<file path="src/hw/rtl/srt_pkg.sv">
// Types and codes of the sorted record table.
// No dependencies; used by the controller, the datapath and the top level.
package srt_pkg;

    typedef enum logic [1:0] {
        ACT_INSERT = 2'd0,
        ACT_REMOVE = 2'd1,
        ACT_READ   = 2'd2,
        ACT_NOP    = 2'd3
    } t_action;

    typedef enum logic [1:0] {
        ST_DONE    = 2'd0,
        ST_DUP     = 2'd1,
        ST_MISSING = 2'd2,
        ST_FULL    = 2'd3
    } t_status;

    typedef enum logic [1:0] {
        OP_NONE   = 2'd0,
        OP_INSERT = 2'd1,
        OP_REMOVE = 2'd2,
        OP_READ   = 2'd3
    } t_op;

    typedef enum logic [1:0] {
        S_IDLE   = 2'd0,
        S_EVAL   = 2'd1,
        S_COMMIT = 2'd2
    } t_state;

    // Controller to datapath.
    typedef struct packed {
        logic    capture;
        logic    eval;
        logic    commit;
        t_op     op;
        t_status status;
    } t_cmd;

    // Datapath to controller.
    typedef struct packed {
        t_action action;
        logic    hit_any;
        logic    full;
        logic    pos_ok;
    } t_stat;

endpackage

</file>
<file path="src/hw/rtl/srt_ctrl.sv">
// Controller of the sorted record table: sequences capture, evaluate and commit,
// picks the status code and owns the output valid. Depends on srt_pkg.
module srt_ctrl (
    input  logic           i_clk,
    input  logic           i_rst_n,
    input  logic           i_in_valid,
    output logic           o_in_ready,
    output logic           o_out_valid,
    input  logic           i_out_ready,
    input  srt_pkg::t_stat i_stat,
    output srt_pkg::t_cmd  o_cmd
);

    srt_pkg::t_state r_state, n_state;
    logic            r_out_valid, n_out_valid;
    logic            w_out_free;

    assign w_out_free  = !r_out_valid || i_out_ready;
    assign o_out_valid = r_out_valid;

    always_ff @(posedge i_clk) begin
        if (!i_rst_n) begin
            r_state     <= srt_pkg::S_IDLE;
            r_out_valid <= 1'b0;
        end else begin
            r_state     <= n_state;
            r_out_valid <= n_out_valid;
        end
    end

    always_comb begin
        n_state      = r_state;
        o_in_ready   = 1'b0;
        o_cmd        = '0;
        o_cmd.op     = srt_pkg::OP_NONE;
        o_cmd.status = srt_pkg::ST_DONE;

        unique case (r_state)
            srt_pkg::S_IDLE: begin
                o_in_ready = 1'b1;
                if (i_in_valid) begin
                    o_cmd.capture = 1'b1;
                    n_state       = srt_pkg::S_EVAL;
                end
            end
            srt_pkg::S_EVAL: begin
                o_cmd.eval = 1'b1;
                n_state    = srt_pkg::S_COMMIT;
            end
            srt_pkg::S_COMMIT: begin
                if (w_out_free) begin
                    o_cmd.commit = 1'b1;
                    unique case (i_stat.action)
                        srt_pkg::ACT_INSERT: begin
                            priority if (i_stat.hit_any) begin
                                o_cmd.status = srt_pkg::ST_DUP;
                            end else if (i_stat.full) begin
                                o_cmd.status = srt_pkg::ST_FULL;
                            end else begin
                                o_cmd.op = srt_pkg::OP_INSERT;
                            end
                        end
                        srt_pkg::ACT_REMOVE: begin
                            if (i_stat.hit_any) begin
                                o_cmd.op = srt_pkg::OP_REMOVE;
                            end else begin
                                o_cmd.status = srt_pkg::ST_MISSING;
                            end
                        end
                        srt_pkg::ACT_READ: begin
                            if (i_stat.pos_ok) begin
                                o_cmd.op = srt_pkg::OP_READ;
                            end else begin
                                o_cmd.status = srt_pkg::ST_MISSING;
                            end
                        end
                        default: begin
                            o_cmd.op = srt_pkg::OP_NONE;
                        end
                    endcase
                    // take the next item in the same cycle the result is loaded
                    o_in_ready = 1'b1;
                    if (i_in_valid) begin
                        o_cmd.capture = 1'b1;
                        n_state       = srt_pkg::S_EVAL;
                    end else begin
                        n_state = srt_pkg::S_IDLE;
                    end
                end
            end
            default: begin
                n_state = srt_pkg::S_IDLE;
            end
        endcase
    end

    always_comb begin
        if (o_cmd.commit) begin
            n_out_valid = 1'b1;
        end else if (i_out_ready) begin
            n_out_valid = 1'b0;
        end else begin
            n_out_valid = r_out_valid;
        end
    end

endmodule

</file>
<file path="config.mk">
export PLATFORM = sky130hd
export DESIGN_NAME = srt_ctrl
export DESIGN_NICKNAME = d
export VERILOG_FILES = /design/src/hw/rtl/srt_pkg.sv /design/src/hw/rtl/srt_ctrl.sv
export SDC_FILE = /design/constraint.sdc
export NUM_CORES = 1
export LEC_CHECK = 0
export ABC_AREA = 0
export BUFFER_PORTS_ARGS = -buffer_cell sky130_fd_sc_hd__buf_4
export CAP_MARGIN = 10
export CORE_AREA = 3 3 40 42
export DETAILED_ROUTE_END_ITERATION = 10
export DIE_AREA = 0 0 43 45
export PLACE_DENSITY_LB_ADDON = 0.2
export SLEW_MARGIN = 40
export SYNTH_ARGS = -nofsm -noshare
export SYNTH_HDL_FRONTEND = slang
export SYNTH_SLANG_ARGS = --single-unit
</file>
<file path="constraint.sdc">
create_clock -name i_clk -period 2.4 [get_ports i_clk]
set_input_delay 0.72 -clock i_clk [delete_from_list [all_inputs] [get_ports i_clk]]
set_output_delay 0.72 -clock i_clk [all_outputs]
set_load 0.05 [all_outputs]
</file>
==> results of run 1 <==
area by class of cell:
type                            instances  area, µm²
Timing Repair Buffer                   17      127.6
Clock buffer                            4      26.28
Sequential cell                         3      60.06
Multi-Input combinational cell         23      167.7
Tap cell                               15      18.77
Inverter                                2      7.507
Fill cell                             140      877.1
where the power goes:
group | switching, mW | total (mW) | internal [mW]
registers | 0.00282 | 0.0553 | 0.0525
clock network | 0.0248 | 0.0870 | 0.0622
logic | 0.0342 | 0.0574 | 0.0233
total | 0.0618 | 0.200 | 0.138
per-stage QoR:
| stage | setup slack [ps] | cell area, µm² | power, mW |
|---|---|---|---|
| final | 125.6 | 407.9 | 0.1997 |
| after global routing | 97.48 | 407.9 | 0.2212 |
| after CTS | 120.0 | 407.9 | 0.2054 |
| after detailed placement | 120.5 | 381.6 | 0.1137 |
| after global placement | 120.7 | 381.6 | 0.1143 |
| after floorplan | -199.6 | 250.2 | 0.09164 |
state kept, by name, summed over array words and instances, names as in the netlist:
register,count
o_out_valid,1
r_state,2
tightest hold or removal path, cell delays in order (launching register included):
cell,delay [ps]
dfxtp_1,330
nand2_1,70
nand2_1,50
nor2_1,70
path summary, 6_finish.rpt:
path              cells after the start                       to                     from
setup reg to reg                      2  r_state[0]$_SDFFE_PN0P_  r_state[1]$_SDFFE_PN0P_
hold / removal                        3  r_state[1]$_SDFFE_PN0P_  r_state[0]$_SDFFE_PN0P_
setup / recovery                      4                 o_cmd[1]                i_stat[3]
hold reg to reg                       3  r_state[1]$_SDFFE_PN0P_  r_state[0]$_SDFFE_PN0P_
logic make-up (layout without fill, tap and decap cells):
group / after synthesis / after routing / share of synthesized area, %
AO/OA/AOI/OAI: 6 / 6 / 16.76
flip-flops: 3 / 3 / 26.82
AND/OR/NAND/NOR: 17 / 17 / 46.37
buffers and inverters: 4 / 23 / 10.06
cells in the final DEF, fill, tap and decap left out, drive strengths merged:
cell type and count:
and2 1, nand3b 2, and3 1, nor4 1, nor2b 1, buf 17
clkbuf 4, nand2 2, nor2 3, nand2b 3, a31oi 1, o21ai 1
dfxtp 3, inv 2, a21boi 1, nor3 2, a21oi 3, or3b 1
metal layers:
| layer | wire (µm) | up-vias | global-route usage, % |
|---|---|---|---|
| met3 | 59 | 0 | 3.984 |
| met5 | 0 | - | 0 |
| met1 | 237 | 111 | 7.876 |
| li1 | - | 138 | - |
| met4 | 0 | 0 | 5.422 |
| met2 | 273 | 11 | 9.281 |
==> results.toml, run 1 <==
[worst_setup_path]
crit_required_ps = 1680
arrival_ps = 1550
startpoint_type = "primary input"
path_buf_inv = 2
ff2ff_setup_slack_ps = 1590
cp_slowest_stage_delay_ps = 380
cp-end-kind = "output port"
critPathMaxFanout = 6
crit_slowest_cell = "or3b_1"
crit_family = "simple AND/OR/NAND/NOR gates"
path_cells = "buf_4 -> or3b_1 -> a21oi_2 -> buf_4"
cpMostUsedCell = "buf_4"
criticalPathCategory = "primary input to output port"

[place]
place_inst = 60
hpwl_um = 472.7
portBuffers = 17
place_congestion = 0.6253

[clocking]
cts_setup_buffers = 0
clkLatencyLatePin_ps = 230
cts_tree = "yes"
cts_inserted_buffers = 3
cts-resized-gates = 0
cts.sinks = 3
path_clk_slew_ps = 40
hold_buffers = 0
cts_buffer_depth = 2
htreeDepth = 1
cts-root-buf = "clkbuf_4"

[yosys]
synth_flop_cell = "dfxtp_1"
ys_seq_elements = 3
syn-instance-count = 30
synth_area_leader_cell = "dfxtp_1"
ys.warnings.count = 0
syn_nets = 39
synth-edff-count = 0
yosysSeqAreaShare_pct = 26.82
synthesis.area_um2 = 224.0
ys_types = 19
async_flop_share_pct = 0
synth_area_leaders = "dfxtp_1, buf_4, nand3b_1"
yosys-top-cells-count = "dfxtp_1, nor2_1"
synth_top_cell_area_share_pct = 26.82
synth.avg_cell_area_um2 = 7.466

[grt]
grt_pass1_wl_um = 966
grt_util_all_layers_pct = 6.888
overflow = 0
grt_max_degree = 8
grt_antenna_before_repair = 0
grt_pass1_vias = 242

[sta]
max_freq_ghz = 0.4397
tightest_slew_ps = 207.2
rsz0062_at_grt = "no"
fin_crit_ps = 2274
finalHoldViolations = 0
finalSetupTns_ps = 0
finalMaxSlewViolations = 0
period_share_pct = 94.77
setup_violations = 0
fin_skew_ps = 1.461
slew_headroom_pct = 86.04
hold_slack_ps = 562.7

[detailed_routing]
vias = 260
drt-wirelength-per-cell_um = 8.906
ant_nets = 0
drcViolationCount = 0
wl_um = 570
routed_via_density = 4.063
drtIter0Drc = 3
first_pass_iters = 4

[floorplanning]
die_w_um = 43
core_area_mm2 = 0.001285
start_util_pct = 17.43
ioPinCount = 18
row_count = 13
fp.dieArea_mm2 = 0.001935
die_h_um = 45

[outcome]
outcome = "completed"

[finish]
instances_no_fill = 64
fin_nets = 59
insertedDiodeCount = 0
area_growth_pct = 82.12
final_util_pct = 31.74
final_layout_size_suffix_gt1_share_pct = 51.02

[power]
power.density_mw_per_mm2 = 489.7
irDropWorstVdd_uv = 222.0
power.leakage_nw = 0.1913

[run]
max_cap_violations = 0

[min_path]
hp-class = "register to register"
(Power assumes the default switching activity.)
==> run 2: changes to the inputs <==
--- a/config.mk
+++ b/config.mk
@@ -9,6 +9,7 @@
 export BUFFER_PORTS_ARGS = -buffer_cell sky130_fd_sc_hd__buf_4
 export CAP_MARGIN = 10
 export CORE_AREA = 3 3 40 42
+export CTS_BUF_LIST = sky130_fd_sc_hd__clkbuf_16
 export DETAILED_ROUTE_END_ITERATION = 10
 export DIE_AREA = 0 0 43 45
 export PLACE_DENSITY_LB_ADDON = 0.2
==> run 2 against run 1 <==
Net effect: via count decreased by 1.2%; die area unchanged; largest power group unchanged; final area increased by 13%; non-clock buffer count unchanged; global-route usage decreased by 0.083 points; power increased by 85%; first-iteration DRC count decreased by 67%; highest routed layer is now met4; clock power increased to 2.9 times the previous value; critical endpoint unchanged.
==> results.toml, run 2 (same netlist as run 1, synthesis figures left out) <==
[worst_setup_path]
crit_required_ps = 1680
r2r_start = "r_state[1]$_SDFFE_PN0P_"
criticalPathCategory = "primary input to output port"
crit_slowest_cell = "or3b_1"
cpMostUsedCell = "buf_4"
cp-endpoint = "o_cmd[1]"
regToRegEndpoint = "r_state[0]$_SDFFE_PN0P_"
cp-end-kind = "output port"
startpoint_type = "primary input"
critPathMaxFanout = 6
startpoint = "i_stat[3]"
ff2ff_path_depth = 2
arrival_ps = 1550
cp_slowest_stage_delay_ps = 380
path_cells = "buf_4 -> or3b_1 -> a21oi_2 -> buf_4"
ff2ff_setup_slack_ps = 1590

[outcome]
outcome = "completed"

[finish]
regMostFlops = "r_state"
final_area_um2 = 460.4
insertedDiodeCount = 0
mostFrequentLayoutCells = "buf_4, inv_1, nor2_1, clkbuf_16, dfxtp_1"
fin_nets = 59
area_growth_pct = 105.6
final_common_cell = "buf_4"
final_layout_size_suffix_gt1_share_pct = 51.02
fill_cells = 136
instances_no_fill = 64
largest_reg_flops = 2

[sta]
finalHoldViolations = 0
rsz0062_at_grt = "no"
max_freq_ghz = 0.4397
fin_crit_ps = 2274
finalMaxSlewViolations = 0
tightest_slew_ps = 207.2
period_share_pct = 94.77
slew_headroom_pct = 86.04
fin_skew_ps = 1.763
setup_violations = 0

[place]
place_inst = 60
place_congestion = 0.6253
place_area_um2 = 381.6
hpwl_um = 472.7
portBuffers = 17

[floorplanning]
fp.dieArea_mm2 = 0.001935
row_count = 13
core_area_mm2 = 0.001285
start_util_pct = 17.43
die_h_um = 45
die_w_um = 43
ioPinCount = 18

[grt]
grt_util_all_layers_pct = 6.805
grt_max_degree = 8
overflow = 0
grt_pass1_wl_um = 938
grt_pass1_vias = 227
grt_antenna_before_repair = 0

[clocking]
cts-resized-gates = 0
cts_tree = "yes"
cts_setup_buffers = 0
htreeDepth = 1
path_clk_slew_ps = 30
clkLatencyLatePin_ps = 220
hold_buffers = 0
cts_inserted_buffers = 3
cts.sinks = 3
cts_buffer_depth = 2
cts-root-buf = "clkbuf_16"

[detailed_routing]
drtIter0Drc = 1
drt-wirelength-per-cell_um = 9.063
routed_via_density = 4.016
vias = 257
ant_nets = 0
first_pass_iters = 4
drcViolationCount = 0
wl_um = 580

[power]
power.leakage_nw = 0.2187
irDropWorstVdd_uv = 562.0
power_mw = 0.3690
power.density_mw_per_mm2 = 801.4

[run]
max_cap_violations = 0

[min_path]
hp-class = "register to register"
==> run 2: cell count changes in the layout (fill, tap and decap cells not counted), sizes merged <==
cell    before  now
clkbuf       4    3
inv          2    3
==> run 2: final cells by class <==
type	count	area (µm²)	area share, %
inverters	2	7.507	1.630
multi-input cells	23	167.7	36.41
clock buffers	3	75.07	16.30
clock inverters	1	3.754	0.8152
well taps	15	18.77	4.076
flip-flops and latches	3	60.06	13.04
repair buffers	17	127.6	27.72
==> run 2: per-layer routing <==
metal,wire length [µm],vias up,track usage (%)
met5,0,-,0
met4,11,0,5.422
met3,56,2,3.984
met2,261,9,8.683
met1,250,108,8.115
li1,-,138,-
==> run 2: worst min-delay path by stage <==
stage	end	slack, ps	cells past startpoint	start
floorplan	r_state[1]$_SDFFE_PN0P_	520	3	r_state[0]$_SDFFE_PN0P_
global placement	r_state[1]$_SDFFE_PN0P_	550	3	r_state[0]$_SDFFE_PN0P_
detailed placement	r_state[1]$_SDFFE_PN0P_	550	3	r_state[0]$_SDFFE_PN0P_
CTS	r_state[1]$_SDFFE_PN0P_	560	3	r_state[0]$_SDFFE_PN0P_
global route	r_state[1]$_SDFFE_PN0P_	580	3	r_state[0]$_SDFFE_PN0P_
finish	r_state[1]$_SDFFE_PN0P_	550	3	r_state[0]$_SDFFE_PN0P_
==> run 2: where the power goes <==
group          leakage (nW)  switching [mW]  internal (mW)
Clock                0.0423          0.0418          0.215
Combinational         0.152          0.0341         0.0233
Sequential           0.0246         0.00281         0.0525
Total                 0.219          0.0787          0.290
==> run 2: worst max-delay path, delay by kind of cell <==
family / cells / cell delay, ps
compound gates: 1 / 120
buf+inv: 2 / 330
simple gates: 1 / 380
==> run 2: through the flow <==
stage | setup TNS [ps] | util [%] | worst slack [ps] | hold WS [ps]
after global placement | 0 | 29.70 | 120.7 | 554.8
after CTS | 0 | 35.83 | 120.0 | 559.9
after global routing | 0 | 35.83 | 97.48 | 580.3
after detailed placement | 0 | 29.70 | 120.5 | 548.4
final | 0 | 35.83 | 125.6 | 551.5
after floorplan | -242.1 | - | -199.6 | 518.8
